<file path="src/rtl/safp_pkg.sv">
// Shared types and constants of the sensor advertisement frame parser.
`timescale 1ns / 1ps

package safp_pkg;

    localparam int MAX_FRAME_BYTES = 32;
    localparam int POS_CAP_INT     = (MAX_FRAME_BYTES > 63) ? 63 : MAX_FRAME_BYTES;
    localparam int POS_W           = 6;
    localparam logic [POS_W-1:0] POS_CAP = POS_W'(POS_CAP_INT);

    // Offsets of the bytes that the decoder looks at.
    localparam logic [POS_W-1:0] OFS_REC_TYPE = 6'd11;
    localparam logic [POS_W-1:0] OFS_WORD_A0  = 6'd14;
    localparam logic [POS_W-1:0] OFS_WORD_A1  = 6'd15;
    localparam logic [POS_W-1:0] OFS_WORD_B0  = 6'd16;
    localparam logic [POS_W-1:0] OFS_WORD_B1  = 6'd17;
    localparam logic [POS_W-1:0] LEN_BATT     = 6'd15;
    localparam logic [POS_W-1:0] LEN_SINGLE   = 6'd16;
    localparam logic [POS_W-1:0] LEN_BOTH     = 6'd18;

    localparam logic [15:0] UUID_EXPECTED = 16'hFE95;
    localparam logic [7:0]  FC_BYTE0      = 8'h50;
    localparam logic [7:0]  FC_BYTE1      = 8'h20;
    localparam logic [7:0]  DEV_BYTE0     = 8'hAA;
    localparam logic [7:0]  DEV_BYTE1     = 8'h01;
    localparam logic [7:0]  REC_TEMP      = 8'h04;
    localparam logic [7:0]  REC_HUM       = 8'h06;
    localparam logic [7:0]  REC_BATT      = 8'h0A;
    localparam logic [7:0]  REC_BOTH      = 8'h0D;

    localparam logic [12:0] VOLT_BASE_MV  = 13'd2100;

    localparam int CFG_IDX_W  = 1;
    localparam int CFG_DATA_W = 48;
    localparam logic [CFG_IDX_W-1:0] CFG_DEVICE_ADDRESS  = 1'd0;
    localparam logic [CFG_IDX_W-1:0] CFG_NOTIFY_INTERVAL = 1'd1;

    localparam int QUEUE_DEPTH = 2;
    localparam int QPTR_W      = (QUEUE_DEPTH > 1) ? $clog2(QUEUE_DEPTH) : 1;
    localparam int QCNT_W      = $clog2(QUEUE_DEPTH + 1);

    typedef enum logic [2:0] {
        STAT_OK          = 3'd0,
        STAT_OTHER_DEV   = 3'd1,
        STAT_WRONG_UUID  = 3'd2,
        STAT_TOO_SHORT   = 3'd3,
        STAT_BAD_FC      = 3'd4,
        STAT_BAD_TYPE    = 3'd5,
        STAT_UNKNOWN_REC = 3'd6
    } t_status;

    typedef enum logic [2:0] {
        ACT_NONE = 3'd0,
        ACT_TEMP = 3'd1,
        ACT_HUM  = 3'd2,
        ACT_BATT = 3'd3,
        ACT_BOTH = 3'd4
    } t_action;

    // One classified frame, handed from the front end to the update stage.
    typedef struct packed {
        t_status     status;
        t_action     action;
        logic [15:0] word_a;
        logic [15:0] word_b;
        logic [31:0] now;
    } t_safp_job;

endpackage

</file>
<file path="src/rtl/safp_front.sv">
// Front end: gathers frame bytes, checks the frame and classifies its record.
`timescale 1ns / 1ps

module safp_front (
    input  logic                 i_clk,
    input  logic                 i_rst_n,
    input  logic                 i_valid,
    output logic                 o_ready,
    input  logic [7:0]           i_data_byte,
    input  logic                 i_last_byte,
    input  logic [47:0]          i_sender_address,
    input  logic [15:0]          i_service_uuid,
    input  logic [31:0]          i_now_seconds,
    input  logic [47:0]          i_device_address,
    input  logic                 i_queue_full,
    output logic                 o_push,
    output safp_pkg::t_safp_job  o_job
);
    import safp_pkg::*;

    logic [POS_W-1:0] r_pos, n_pos;
    logic [31:0]      r_hdr, n_hdr;
    logic [7:0]       r_type, n_type;
    logic [15:0]      r_wa, n_wa;
    logic [15:0]      r_wb, n_wb;
    logic             accept;
    t_status          status;
    t_action          action;

    assign o_ready = !i_queue_full;
    assign accept  = i_valid && o_ready;

    always_comb begin
        n_pos  = r_pos;
        n_hdr  = r_hdr;
        n_type = r_type;
        n_wa   = r_wa;
        n_wb   = r_wb;
        if (r_pos < POS_CAP) begin
            if (r_pos < POS_W'(4)) begin
                n_hdr[8*r_pos[1:0] +: 8] = i_data_byte;
            end
            if (r_pos == OFS_REC_TYPE) n_type      = i_data_byte;
            if (r_pos == OFS_WORD_A0)  n_wa[7:0]   = i_data_byte;
            if (r_pos == OFS_WORD_A1)  n_wa[15:8]  = i_data_byte;
            if (r_pos == OFS_WORD_B0)  n_wb[7:0]   = i_data_byte;
            if (r_pos == OFS_WORD_B1)  n_wb[15:8]  = i_data_byte;
            n_pos = r_pos + POS_W'(1);
        end
    end

    // n_pos is the frame length when this beat closes the frame.
    always_comb begin
        status = STAT_OK;
        action = ACT_NONE;
        priority if (i_sender_address != i_device_address) begin
            status = STAT_OTHER_DEV;
        end else if (i_service_uuid != UUID_EXPECTED) begin
            status = STAT_WRONG_UUID;
        end else if (n_pos <= OFS_REC_TYPE) begin
            status = STAT_TOO_SHORT;
        end else if (n_hdr[7:0] != FC_BYTE0 || n_hdr[15:8] != FC_BYTE1) begin
            status = STAT_BAD_FC;
        end else if (n_hdr[23:16] != DEV_BYTE0 || n_hdr[31:24] != DEV_BYTE1) begin
            status = STAT_BAD_TYPE;
        end else begin
            unique case (n_type)
                REC_TEMP: begin
                    if (n_pos < LEN_SINGLE) status = STAT_TOO_SHORT;
                    else                    action = ACT_TEMP;
                end
                REC_HUM: begin
                    if (n_pos < LEN_SINGLE) status = STAT_TOO_SHORT;
                    else                    action = ACT_HUM;
                end
                REC_BATT: begin
                    if (n_pos < LEN_BATT) status = STAT_TOO_SHORT;
                    else                  action = ACT_BATT;
                end
                REC_BOTH: begin
                    if (n_pos < LEN_BOTH) status = STAT_TOO_SHORT;
                    else                  action = ACT_BOTH;
                end
                default: status = STAT_UNKNOWN_REC;
            endcase
        end
    end

    assign o_push        = accept && i_last_byte;
    assign o_job.status  = status;
    assign o_job.action  = action;
    assign o_job.word_a  = n_wa;
    assign o_job.word_b  = n_wb;
    assign o_job.now     = i_now_seconds;

    always_ff @(posedge i_clk) begin
        if (!i_rst_n) begin
            r_pos <= '0;
        end else if (accept) begin
            r_pos <= i_last_byte ? '0 : n_pos;
        end
    end

    // A short frame never reads bytes it did not write, so these need no clearing.
    always_ff @(posedge i_clk) begin
        if (accept) begin
            r_hdr  <= n_hdr;
            r_type <= n_type;
            r_wa   <= n_wa;
            r_wb   <= n_wb;
        end
    end

endmodule

</file>
<file path="src/rtl/safp_queue.sv">
// Short register queue of classified frames between the front end and the update stage.
`timescale 1ns / 1ps

module safp_queue (
    input  logic                 i_clk,
    input  logic                 i_rst_n,
    input  logic                 i_push,
    input  safp_pkg::t_safp_job  i_job,
    output logic                 o_full,
    input  logic                 i_pop,
    output logic                 o_empty,
    output safp_pkg::t_safp_job  o_job
);
    import safp_pkg::*;

    t_safp_job         r_mem [QUEUE_DEPTH];
    logic [QPTR_W-1:0] r_wr_ptr, r_rd_ptr;
    logic [QCNT_W-1:0] r_count;
    logic              do_push, do_pop;

    function automatic logic [QPTR_W-1:0] ptr_inc(input logic [QPTR_W-1:0] p);
        logic [QPTR_W-1:0] q;
        if (p == QPTR_W'(QUEUE_DEPTH - 1)) q = '0;
        else                                q = p + QPTR_W'(1);
        return q;
    endfunction

    assign o_full  = (r_count == QCNT_W'(QUEUE_DEPTH));
    assign o_empty = (r_count == '0);
    assign do_push = i_push && !o_full;
    assign do_pop  = i_pop && !o_empty;
    assign o_job   = r_mem[r_rd_ptr];

    always_ff @(posedge i_clk) begin
        if (!i_rst_n) begin
            r_wr_ptr <= '0;
            r_rd_ptr <= '0;
            r_count  <= '0;
        end else begin
            if (do_push) r_wr_ptr <= ptr_inc(r_wr_ptr);
            if (do_pop)  r_rd_ptr <= ptr_inc(r_rd_ptr);
            if (do_push && !do_pop)      r_count <= r_count + QCNT_W'(1);
            else if (do_pop && !do_push) r_count <= r_count - QCNT_W'(1);
        end
    end

    always_ff @(posedge i_clk) begin
        if (do_push) r_mem[r_wr_ptr] <= i_job;
    end

endmodule

</file>
<file path="src/rtl/safp_back.sv">
// Update stage: applies a classified frame to the stored values and registers the result beat.
`timescale 1ns / 1ps

module safp_back (
    input  logic                 i_clk,
    input  logic                 i_rst_n,
    input  logic                 i_empty,
    input  safp_pkg::t_safp_job  i_job,
    output logic                 o_pop,
    input  logic [31:0]          i_notify_interval,
    output logic                 o_valid,
    input  logic                 i_ready,
    output logic [2:0]           o_status,
    output logic [15:0]          o_temperature_tenths,
    output logic [15:0]          o_humidity_tenths,
    output logic [7:0]           o_battery_percent,
    output logic [12:0]          o_voltage_mv,
    output logic                 o_temp_new,
    output logic                 o_humidity_new,
    output logic                 o_battery_new
);
    import safp_pkg::*;

    logic [15:0] r_temp, n_temp;
    logic [15:0] r_hum, n_hum;
    logic [7:0]  r_batt, n_batt;
    logic [31:0] r_next_t, n_next_t;
    logic [31:0] r_next_h, n_next_h;
    logic [31:0] r_next_b, n_next_b;
    logic        tn, hn, bn;
    logic        due_t, due_h, due_b;
    logic [31:0] next_time;
    logic [12:0] volt;
    logic        r_valid;

    assign o_pop     = !i_empty && (!r_valid || i_ready);
    assign next_time = i_job.now + i_notify_interval;
    assign due_t     = i_job.now > r_next_t;
    assign due_h     = i_job.now > r_next_h;
    assign due_b     = i_job.now > r_next_b;

    always_comb begin
        n_temp   = r_temp;
        n_hum    = r_hum;
        n_batt   = r_batt;
        n_next_t = r_next_t;
        n_next_h = r_next_h;
        n_next_b = r_next_b;
        tn = 1'b0;
        hn = 1'b0;
        bn = 1'b0;
        unique case (i_job.action)
            ACT_TEMP: begin
                tn     = due_t;
                n_temp = i_job.word_a;
            end
            ACT_HUM: begin
                hn    = due_h;
                n_hum = i_job.word_a;
            end
            ACT_BATT: begin
                bn     = due_b;
                n_batt = i_job.word_a[7:0];
            end
            ACT_BOTH: begin
                tn     = due_t;
                hn     = due_h;
                n_temp = i_job.word_a;
                n_hum  = i_job.word_b;
            end
            default: ;
        endcase
        if (tn) n_next_t = next_time;
        if (hn) n_next_h = next_time;
        if (bn) n_next_b = next_time;
    end

    // Ten times the battery byte as two shifted copies.
    assign volt = VOLT_BASE_MV + {2'b0, n_batt, 3'b0} + {4'b0, n_batt, 1'b0};

    always_ff @(posedge i_clk) begin
        if (!i_rst_n) begin
            r_valid  <= 1'b0;
            r_temp   <= '0;
            r_hum    <= '0;
            r_batt   <= '0;
            r_next_t <= '0;
            r_next_h <= '0;
            r_next_b <= '0;
        end else begin
            if (o_pop) begin
                r_valid  <= 1'b1;
                r_temp   <= n_temp;
                r_hum    <= n_hum;
                r_batt   <= n_batt;
                r_next_t <= n_next_t;
                r_next_h <= n_next_h;
                r_next_b <= n_next_b;
            end else if (i_ready) begin
                r_valid <= 1'b0;
            end
        end
    end

    always_ff @(posedge i_clk) begin
        if (o_pop) begin
            o_status             <= i_job.status;
            o_temperature_tenths <= n_temp;
            o_humidity_tenths    <= n_hum;
            o_battery_percent    <= n_batt;
            o_voltage_mv         <= volt;
            o_temp_new           <= tn;
            o_humidity_new       <= hn;
            o_battery_new        <= bn;
        end
    end

    assign o_valid = r_valid;

endmodule

</file>
<file path="src/rtl/sensor_advert_frame_parser.sv">
// Top level of the sensor advertisement frame parser.
//
//  channel   direction  handshake                          payload
//  s_axis    in         i_s_axis_tvalid / o_s_axis_tready  tdata 104 bits, tlast
//  m_axis    out        o_m_axis_tvalid / i_m_axis_tready  tdata 64 bits
//  cfg       in         i_cfg_wr_en (no wait)              i_cfg_addr, i_cfg_wdata
//
// One byte beat is taken every cycle while the queue has room; the frame check runs on
// the last byte, and its result beat passes through the queue and then the output
// register of the update stage, which handles one frame per cycle unless its output stalls.
// A two-entry queue lets the byte side keep running while a result beat is stalled;
// tready drops only while that queue is full.
// Reset is synchronous and clears the byte counter, the queue, the stored values and
// notify times, and both configuration registers.
`timescale 1ns / 1ps

module sensor_advert_frame_parser (
    input  logic                               i_clk,
    input  logic                               i_rst_n,
    input  logic                               i_s_axis_tvalid,
    output logic                               o_s_axis_tready,
    // data_byte[7:0], sender_address[55:8], service_uuid[71:56], now_seconds[103:72]
    input  logic [103:0]                       i_s_axis_tdata,
    input  logic                               i_s_axis_tlast,
    output logic                               o_m_axis_tvalid,
    input  logic                               i_m_axis_tready,
    // status[2:0], temperature_tenths[18:3], humidity_tenths[34:19],
    // battery_percent[42:35], voltage_mv[55:43], temp_new[56], humidity_new[57],
    // battery_new[58], zero[63:59]
    output logic [63:0]                        o_m_axis_tdata,
    input  logic                               i_cfg_wr_en,
    input  logic [safp_pkg::CFG_IDX_W-1:0]     i_cfg_addr,
    input  logic [safp_pkg::CFG_DATA_W-1:0]    i_cfg_wdata
);
    import safp_pkg::*;

    logic [47:0] r_device_address;
    logic [31:0] r_notify_interval;
    logic        push, pop, q_full, q_empty;
    t_safp_job   front_job, back_job;
    logic [2:0]  status;
    logic [15:0] temp, hum;
    logic [7:0]  batt;
    logic [12:0] volt;
    logic        tn, hn, bn;

    always_ff @(posedge i_clk) begin
        if (!i_rst_n) begin
            r_device_address  <= '0;
            r_notify_interval <= '0;
        end else if (i_cfg_wr_en) begin
            unique case (i_cfg_addr)
                CFG_DEVICE_ADDRESS:  r_device_address  <= i_cfg_wdata[47:0];
                CFG_NOTIFY_INTERVAL: r_notify_interval <= i_cfg_wdata[31:0];
                default: ;
            endcase
        end
    end

    safp_front u_front (
        .i_clk            (i_clk),
        .i_rst_n          (i_rst_n),
        .i_valid          (i_s_axis_tvalid),
        .o_ready          (o_s_axis_tready),
        .i_data_byte      (i_s_axis_tdata[7:0]),
        .i_last_byte      (i_s_axis_tlast),
        .i_sender_address (i_s_axis_tdata[55:8]),
        .i_service_uuid   (i_s_axis_tdata[71:56]),
        .i_now_seconds    (i_s_axis_tdata[103:72]),
        .i_device_address (r_device_address),
        .i_queue_full     (q_full),
        .o_push           (push),
        .o_job            (front_job)
    );

    safp_queue u_queue (
        .i_clk   (i_clk),
        .i_rst_n (i_rst_n),
        .i_push  (push),
        .i_job   (front_job),
        .o_full  (q_full),
        .i_pop   (pop),
        .o_empty (q_empty),
        .o_job   (back_job)
    );

    safp_back u_back (
        .i_clk                (i_clk),
        .i_rst_n              (i_rst_n),
        .i_empty              (q_empty),
        .i_job                (back_job),
        .o_pop                (pop),
        .i_notify_interval    (r_notify_interval),
        .o_valid              (o_m_axis_tvalid),
        .i_ready              (i_m_axis_tready),
        .o_status             (status),
        .o_temperature_tenths (temp),
        .o_humidity_tenths    (hum),
        .o_battery_percent    (batt),
        .o_voltage_mv         (volt),
        .o_temp_new           (tn),
        .o_humidity_new       (hn),
        .o_battery_new        (bn)
    );

    assign o_m_axis_tdata = {5'b0, bn, hn, tn, volt, batt, hum, temp, status};

endmodule

</file>
<file path="config.mk">
export PLATFORM = sky130hd
export DESIGN_NAME = sensor_advert_frame_parser
export DESIGN_NICKNAME = d
export VERILOG_FILES = /design/src/rtl/safp_pkg.sv /design/src/rtl/safp_front.sv /design/src/rtl/safp_queue.sv /design/src/rtl/safp_back.sv /design/src/rtl/sensor_advert_frame_parser.sv
export SDC_FILE = /design/constraint.sdc
export NUM_CORES = 1
export LEC_CHECK = 0
export BUFFER_PORTS_ARGS = -buffer_cell sky130_fd_sc_hd__clkbuf_2
export CORE_ASPECT_RATIO = 1.75
export CORE_MARGIN = 2
export CORE_UTILIZATION = 60
export CTS_CLUSTER_DIAMETER = 120
export DETAILED_ROUTE_END_ITERATION = 7
export PLACE_DENSITY = 0.81
export SLEW_MARGIN = 20
export SYNTH_ARGS = -nofsm -noshare
export SYNTH_HDL_FRONTEND = slang
export SYNTH_SLANG_ARGS = --single-unit
</file>
<file path="constraint.sdc">
create_clock -name i_clk -period 6.96 [get_ports i_clk]
set_input_delay 1.74 -clock i_clk [delete_from_list [all_inputs] [get_ports i_clk]]
set_output_delay 1.74 -clock i_clk [all_outputs]
set_load 0.01 [all_outputs]
</file>
# ---- Word-level counts from Yosys, hierarchy flattened
# Memories as Yosys holds them, arrays and structs flattened. A register that Yosys moved wholly into a read port is not among the register bits.
# Index checks and enable logic that the tools add are counted.
dict set report word_totals {
  register_bits 358
  latch_bits 0
  ram_bits 140
  romBits 0
  in_bits 159
  out_inout_bits 66
  elab_cells 141
  memories 1
}
# memory depth word_bits read_ports rd_clocked_by_memory_dff wr line_no
set memory_table {}
lappend memory_table {u_queue.r_mem 2 70 1 1 1 safp_queue.sv:16} ;# t_safp_job r_mem [QUEUE_DEPTH];
dict set report classes {
  add_sub_neg 9
  mul 0
  div 0
  n_lt_le_gt_ge 9
  n_eq_ne 20
  n_shift 2
  mux 48
  bitwise_logic 1
  n_reduce_logical 26
}
# op n
set op_table {}
lappend op_table {{$gt A32 B32 Y1} 3}
lappend op_table {{$mux W32} 2}
lappend op_table {{$mux W8} 7}
lappend op_table {{$mux W16} 3}
lappend op_table {{$ne A48 B48 Y1} 1}
lappend op_table {{$neg A5 Y34} 1}
lappend op_table {{$shift A8 B34 Y32 const A} 1}
lappend op_table {{$shiftx A8 B34 Y32} 1}
lappend op_table {{$mux W3} 11}
lappend op_table {{$add A32 B32 Y32} 1}
lappend op_table {{$bwmux W32} 1}
lappend op_table {{$pmux W16 S2} 1}
lappend op_table {{$eq A6 B4 Y1 const B} 3}
lappend op_table {{$eq A8 B3 Y1 const B} 2}
lappend op_table {{$eq A8 B4 Y1 const B} 2}
lappend op_table {{$ne A16 B16 Y1 const B} 1}
lappend op_table {{$mux W2} 7}
lappend op_table {{$add A12 B11 Y13 const A} 1}
lappend op_table {{$add A13 B9 Y13} 1}
lappend op_table {{$eq A6 B5 Y1 const B} 2}
lappend op_table {{$lt A6 B5 Y1 const B} 2}
lappend op_table {{$mux W1} 12}
lappend op_table {{$mux W6} 2}
lappend op_table {{$pmux W3 S4} 1}
lappend op_table {{other kinds (25)} 46}

# ---- Depth between registers and ports, before layout
# Gate-level depths: netlist of run 1.
dict set report logic_depth {
  depth_word 12
  depth_mapped 19
  ltp_nobuf 16
}

# ---- Hierarchy
# A second synthesis of run 1 with hierarchy kept.
dict set report unflattened {
  cells_unflattened 2349
  hier_area_um2 25364.3
}
# module n_inst cells_each area_each_um2 seq_area_each_um2
set modules_own_cells {}
lappend modules_own_cells {safp_back 1 1263 11757.5 4454.3}
lappend modules_own_cells {safp_queue 1 243 5266.3 4304.1}
lappend modules_own_cells {safp_front 1 520 5201.2 2282.2}
lappend modules_own_cells {sensor_advert_frame_parser 1 323 3139.3 1601.5}

# ---- Worst setup path after synthesis of run 1
# Ideal clock, no wire load.
dict set report synth_path {
  path_type {in2reg}
  from {in i_s_axis_tlast}
  to {mem u_queue.r_mem[0][0] in the netlist's numbering (enable)}
  setup_ns 0.507
  arrival_time_ns 5.173
  t_required_ns 6.453
  path_slack_ns 1.280
  stages 3
  path_buffers 1
  cell_sequence {and3_1 > clkbuf_1 > nor2b_1}
}
dict set report synth_via {
  elab_chain_len 4
}
# item line_no
set synth_rtl {}
lappend synth_rtl {{from (decl)} sensor_advert_frame_parser.sv:24} ;# input logic i_s_axis_tlast,
lappend synth_rtl {{$logic_and A1 B1 Y1} safp_front.sv:89} ;# assign o_push = accept && i_last_byte;
lappend synth_rtl {{$logic_and A1 B1 Y1} safp_queue.sv:30} ;# assign do_push = i_push && !o_full;
lappend synth_rtl {{net u_queue.do_push} safp_queue.sv:19} ;# logic do_push, do_pop;
lappend synth_rtl {{$mux W1} safp_queue.sv:48} ;# if (do_push) r_mem[r_wr_ptr] <= i_job;
lappend synth_rtl {{$mux W1 (not written as such)} safp_queue.sv:48}
lappend synth_rtl {{to (decl)} safp_queue.sv:16}
# The timed path passes the listed nets, and every way through them passes these cells.

==> metrics, run 1 <==
Reg area 12600 um^2; worst-margin pin slew 1.11 ns; Detailed Routing Iterations Pass 1 5; Power Density 342 nW/um^2; Synth Cell Area 24000 um^2; fmax 0.202 GHz; Antenna Nets Post-Route 0; Slew Limit Fails 0; die area 41700 um^2; register bit total from synthesis 497; post_cts resized 0; placed cells 2965; Via density 6.00; RSZ-0062 raised after global routing no; clk slew on worst S/H paths 0.07 ns; postcts setup bufs 0; critical-path maximum fanout 42; port buffer count 218; register area share after synthesis 0.526; crit path time final 4.96 ns; post-synthesis cell count 2350; CP startpoint kind flip-flop; WP data arrival 5.42 ns; synth warn 0; iteration-0 DRC count of the detailed router 1163; status complete, no violations; Max clock buf depth 3; GPL Wtd Cong 0.982; Worst-Skew Late Latency 0.59 ns; worst vdd ir 0.000300 V; first-pass GRT wire length 97900 um; Setup TNS 0 ns; syn_area_per_cell 10.2 um^2; nets@finish 2824; Clock Skews 0.0241 ns; Req. time, crit path 7.42 ns; Finished Layout Cells 3049; largest net degree at the start of global routing 128; crit end category flip-flop; initial antenna violation count 3; area of the multi-input gates 10400 um^2; Hold Fails Final Rpt 0; final WL 64900 um; IO Count 225; Hold Buf Count CTS 0; WS Path Type reg -> reg; Unique masters post-synth 75; DR vias 18.3k; leakage power 10.1 nW; starting density of the core 0.604; Fillers 3034; Final HPWL DP 46500 um; share of cells above drive strength 1 0.153; # DRC 0; FP Rows 97; core region area 39800 um^2; CTS tree done; CTS Buf Count 44; GRT Overall Usage 0.305; Post-synth EDFFs 269; max_cap viols 0; period utilisation layout 0.712; Main synth FF type edfxtp_1; Async S/R FF share, synth 0; CTS sink cnt 497; # setup viols final 0; die width 155 um; Wirelength per Cell 21.3 um; HP Class reg -> reg; CTS Root Cell clkbuf_16; Die Y 269 um; vias in the first global route 18.2k; Hold Slack 0.456 ns; H-tree Lvls 2; gr ovfl total 0; Slew HR 0.260; area grow syn2layout 12.1%
-- critical path: stages (launching register included) --
cell     delay, ns
dfxtp_4       0.77
mux2_2        0.45
ha_1          0.32
nand4_1       0.13
nor2_1        0.30
nand4_1       0.22
o31ai_1       0.39
or3_1         0.82
nand2_1       0.69
buf_4         0.42
nand2_1       0.17
o22ai_1       0.13
-- where the power goes --
part	switching [W]	internal, W
registers	0.000237	0.00369
clock network	0.00111	0.00137
logic	0.00179	0.00103
total	0.00314	0.00608
-- logic make-up after synthesis --
family | synth area share
other | 0.000156
buffers and inverters | 0.0414
xor gates and xnor gates | 0.0316
AOI/OAI and AO/OA | 0.115
DFF | 0.526
muxes | 0.0694
and+or+nand+nor | 0.139
adders and majority gates | 0.0782
-- synth_stat cells, types with 10 or more instances --
master | instances | area (um^2)
xor2_1 | 13 | 114
mux2i_1 | 90 | 901
nor2_1 | 131 | 492
mux2_2 | 68 | 766
clkbuf_1 | 95 | 357
nand2b_1 | 15 | 93.8
o21ai_0 | 63 | 315
o22ai_1 | 17 | 106
inv_1 | 134 | 503
buf_1 | 12 | 45.0
xnor2_1 | 71 | 622
buf_4 | 11 | 82.6
nor2b_1 | 19 | 119
nand4_1 | 39 | 244
and3_1 | 10 | 62.6
o221ai_1 | 16 | 140
nor4_1 | 12 | 75.1
edfxtp_1 | 269 | 8080
dfxtp_1 | 228 | 4560
a211oi_1 | 11 | 82.6
nand3_1 | 53 | 265
ha_1 | 147 | 1840
a21o_1 | 42 | 315
a21oi_1 | 236 | 1180
nand2_1 | 398 | 1490
nor3_1 | 23 | 115
-- stage by stage --
step                      area (um^2)  total power, W   util  setup slack [ns]
after detailed placement        25400         0.00675  0.639              2.10
after global placement          25400         0.00663  0.639              2.33
after floorplan                 24000         0.00582      -              1.28
after global routing            26900         0.00965  0.676              1.66
after CTS                       26900         0.00923  0.676              2.06
final                           26900         0.00921  0.676              2.00
-- per-layer routing --
layer,track usage,part of all wire
met4,0.218,0.079
met5,0,0
met2,0.574,0.54
met3,0.0381,0.048
met1,0.309,0.34
-- sequential cells by signal, summed over array words and instances, names as in the netlist, 2 cells and up, named ones only --
register                     cells
u_back.r_hum                    16
u_queue.r_mem                  140
u_back.r_next_h                 32
u_back.r_temp                   16
u_back.r_next_b                 32
u_back.r_batt                    8
u_back.o_temperature_tenths     16
u_back.o_voltage_mv             12
u_front.r_pos                    6
u_front.r_type                   8
u_front.r_wa                    16
u_back.r_next_t                 32
u_back.o_battery_percent         7
u_back.o_status                  3
r_device_address                48
u_front.r_hdr                   32
u_back.o_humidity_tenths        16
r_notify_interval               32
u_front.r_wb                    16
u_queue.r_count                  2
-- cell usage in the layout (no fill, tap or decap), types with 71 or more instances in the layout --
master | synthesis | layout
edfxtp_1 | 269 | 269
dfxtp_1 | 228 | 227
inv_1 | 134 | 132
clkbuf_2 | 0 | 219
mux2i_1 | 90 | 90
a21oi_1 | 236 | 236
nor2_1 | 131 | 130
xnor2_1 | 71 | 71
nand2_1 | 398 | 398
ha_1 | 147 | 147
-- path summary, 6_finish.rpt --
kind                                               startpoint  slack, ns  cells past startpoint                                to
worst max-delay path                                flip-flop       2.00                     11  u_back.r_next_b[24]$_SDFFE_PN0P_
worst max register to register                      flip-flop       2.00                     11  u_back.r_next_b[24]$_SDFFE_PN0P_
worst min register to register  u_back.r_batt[6]$_SDFFE_PN0P_       0.46                      2     u_back.r_batt[6]$_SDFFE_PN0P_
worst min-delay path            u_back.r_batt[6]$_SDFFE_PN0P_       0.46                      2     u_back.r_batt[6]$_SDFFE_PN0P_
-- area by class of cell --
cell class / count / area share
Timing Repair Buffer: 234 / 0.0451
Tap cell: 495 / 0.0230
Clock buffer: 60 / 0.0470
Antenna cell: 3 / 0.000279
Sequential cell: 497 / 0.470
Clock inverter: 21 / 0.00804
Multi-Input combinational cell: 1604 / 0.388
Inverter: 135 / 0.0191
Power figures use the tool's default switching activity.
==> run 2, diff against run 1 <==
- ABC_AREA: default -> 1
- PLACE_DENSITY: 0.81 -> 0.8
- clock period: 6.96 -> 5.1 ns (I/O delays scaled with it)
==> metrics, run 2 <==
hold_sp u_queue.r_rd_ptr$_SDFFE_PN0P_; area grow syn2layout 11.7%; H-tree Lvls 2; clk slew on worst S/H paths 0.06 ns; top sig layer met4; Hold Buf Count CTS 0; Final HPWL DP 52000 um; DR vias 20.9k; most common cell after layout, fill and taps aside nand2_1; fmax 0.227 GHz; CP delay by family, top compound AO/OA/AOI/OAI gates; Wirelength per Cell 18.4 um; worst-margin pin slew 1.00 ns; met2 wire length 37000 um; largest net degree at the start of global routing 86; most frequent cells in the layout nand2_1, nor2_1, inv_1, edfxtp_1, o21ai_0; Critical path buffers and inverters 2; post_cts resized 0; # DRC 0; Most Frequent Cell on Critical Path nand2_1; CTS tree done; postcts setup bufs 0; crit end category flip-flop; Antenna Nets Post-Route 0; Max clock buf depth 3; share of cells above drive strength 1 0.120; Via density 5.49; Largest register FFs 140; Hold Fails Final Rpt 0; RSZ-0062 raised after global routing no; DP Area 26800 um^2; max_cap viols 0; GRT Overall Usage 0.316; initial antenna violation count 2; status complete, no violations; worst vdd ir 0.000410 V; die width 159 um; iteration-0 DRC count of the detailed router 1356; M1 wire length 23000 um; Yosys top cell area share 0.319; CTS sink cnt 497; CP startpoint kind flip-flop; core region area 41700 um^2; Worst-Skew Late Latency 0.58 ns; Main synth FF type edfxtp_1; met3 WL post-DR 3120 um; first-pass GRT wire length 108000 um; nets@finish 3518; CTS Root Cell clkbuf_16; post-synthesis cell count 3031; WP data arrival 4.73 ns; register bit total from synthesis 497; Reg area 12600 um^2; Synth Cell Area 25300 um^2; Clock Skews 0.0284 ns; total power 0.0149 W; Register-to-Register Setup Slack 0.70 ns; CP max-delay cell dfxtp_4; die area 44000 um^2; fin util 0.678; synth cell count leaders nand2_1, nor2_1, inv_1, edfxtp_1, o21ai_0; Unique masters post-synth 48; most numerous cell in the Yosys netlist nand2_1; Biggest register u_queue.r_mem; starting density of the core 0.607; Req. time, crit path 5.42 ns; syn_area_per_cell 8.36 um^2; FP Rows 99; Post-synth EDFFs 269; crit path cell chain nand2_1 > o21ai_1 > nand2_1 > nor2_1 > nand2_1 > o21ai_0 > inv_1 > ha_1 > inv_1 > ha_1 > a21oi_1 > nand2_1 > a21oi_1 > o21bai_1 > a21o_1 > a21oi_1 > xnor2_1; post-route cell area 28300 um^2; Die Y 276 um; gr ovfl total 0; vias in the first global route 21.4k; final WL 69900 um; Slew HR 0.331; register area share after synthesis 0.499; IO Count 225; largest area contributor in the netlist edfxtp_1; port buffer count 218; area of the multi-input gates 10700 um^2; period utilisation layout 0.863; WS Path Type reg -> reg; leakage power 13.0 nW; Power Density 527 nW/um^2; Async S/R FF share, synth 0; HP Class reg -> reg; synth warn 0; CTS Buf Count 46; crit path time final 4.40 ns; critical-path maximum fanout 61; Detailed Routing Iterations Pass 1 5; # setup viols final 0; GPL Wtd Cong 0.940; Slew Limit Fails 0; Fillers 3471; top cells by area, synth edfxtp_1, dfxtp_1, nand2_1, ha_1, nor2_1; Largest regs u_queue.r_mem x140, r_device_address x48; Slowest Stage Delay on Critical Path 0.89 ns
-- run 2: cell types whose count changed after synthesis, sizes merged, moves of 18 or more --
| cell | previous run | this run |
|---|---|---|
| nor2 | 131 | 490 |
| inv | 134 | 400 |
| nand2 | 399 | 645 |
| o21ai | 65 | 237 |
| mux2i | 90 | 0 |
| a21oi | 236 | 157 |
| a21o | 42 | 1 |
| xnor2 | 71 | 31 |
| nand3 | 53 | 86 |
| clkbuf | 95 | 71 |
| nand4 | 39 | 61 |
| mux2 | 68 | 49 |
| nor2b | 19 | 0 |
| xor2 | 13 | 31 |
-- run 2: final timing paths --
kind | end | cells past startpoint
hold / removal | flip-flop | 1
setup reg to reg | u_back.o_voltage_mv[10]$_DFFE_PP_ | 17
setup / recovery | u_back.o_voltage_mv[10]$_DFFE_PP_ | 17
hold reg to reg | flip-flop | 1
-- run 2: metrics by stage --
| stage | cells | TNS, ns | setup slack (ns) | hold WS (ns) |
|---|---|---|---|---|
| 2_1_floorplan | 3036 | -71.32 | -0.509 | 0.426 |
| 3_3_place_gp | 3717 | 0 | 0.871 | 0.428 |
| 3_5_place_dp | 3717 | 0 | 0.750 | 0.438 |
| 4_1_cts | 3801 | 0 | 0.682 | 0.451 |
| 5_1_grt | 3803 | 0 | 0.151 | 0.460 |
| 6_report | 3803 | 0 | 0.696 | 0.455 |
-- run 2: routing by layer --
layer | GRT usage | vias up
met4 | 0.271 | 0
met2 | 0.600 | 750
met1 | 0.304 | 9572
met3 | 0.0334 | 332
met5 | 0 | -
li1 | - | 10222
-- run 2: logic make-up after synthesis --
group	after synthesis	share of synthesized area
other	1	0.000148
buffers and inverters	512	0.0800
AOI/OAI and AO/OA	438	0.0913
adders and majority gates	149	0.0741
muxes	49	0.0218
and+or+nand+nor	1323	0.213
DFF	497	0.499
xor gates and xnor gates	62	0.0214
-- run 2: where the power goes --
group / internal (W) / switching [W]
sequential: 0.00534 / 0.000389
combinational: 0.00190 / 0.00388
clock: 0.00185 / 0.00155
total: 0.00910 / 0.00581
-- run 2: cell type report --
| cell class | instances | area share |
|---|---|---|
| multi-input cells | 2027 | 0.379 |
| flip-flops and latches | 497 | 0.447 |
| clock buffers | 57 | 0.0425 |
| diodes | 2 | 0.000177 |
| inverters | 402 | 0.0533 |
| repair buffers | 236 | 0.0447 |
| clock inverters | 27 | 0.00928 |
| well taps | 555 | 0.0245 |
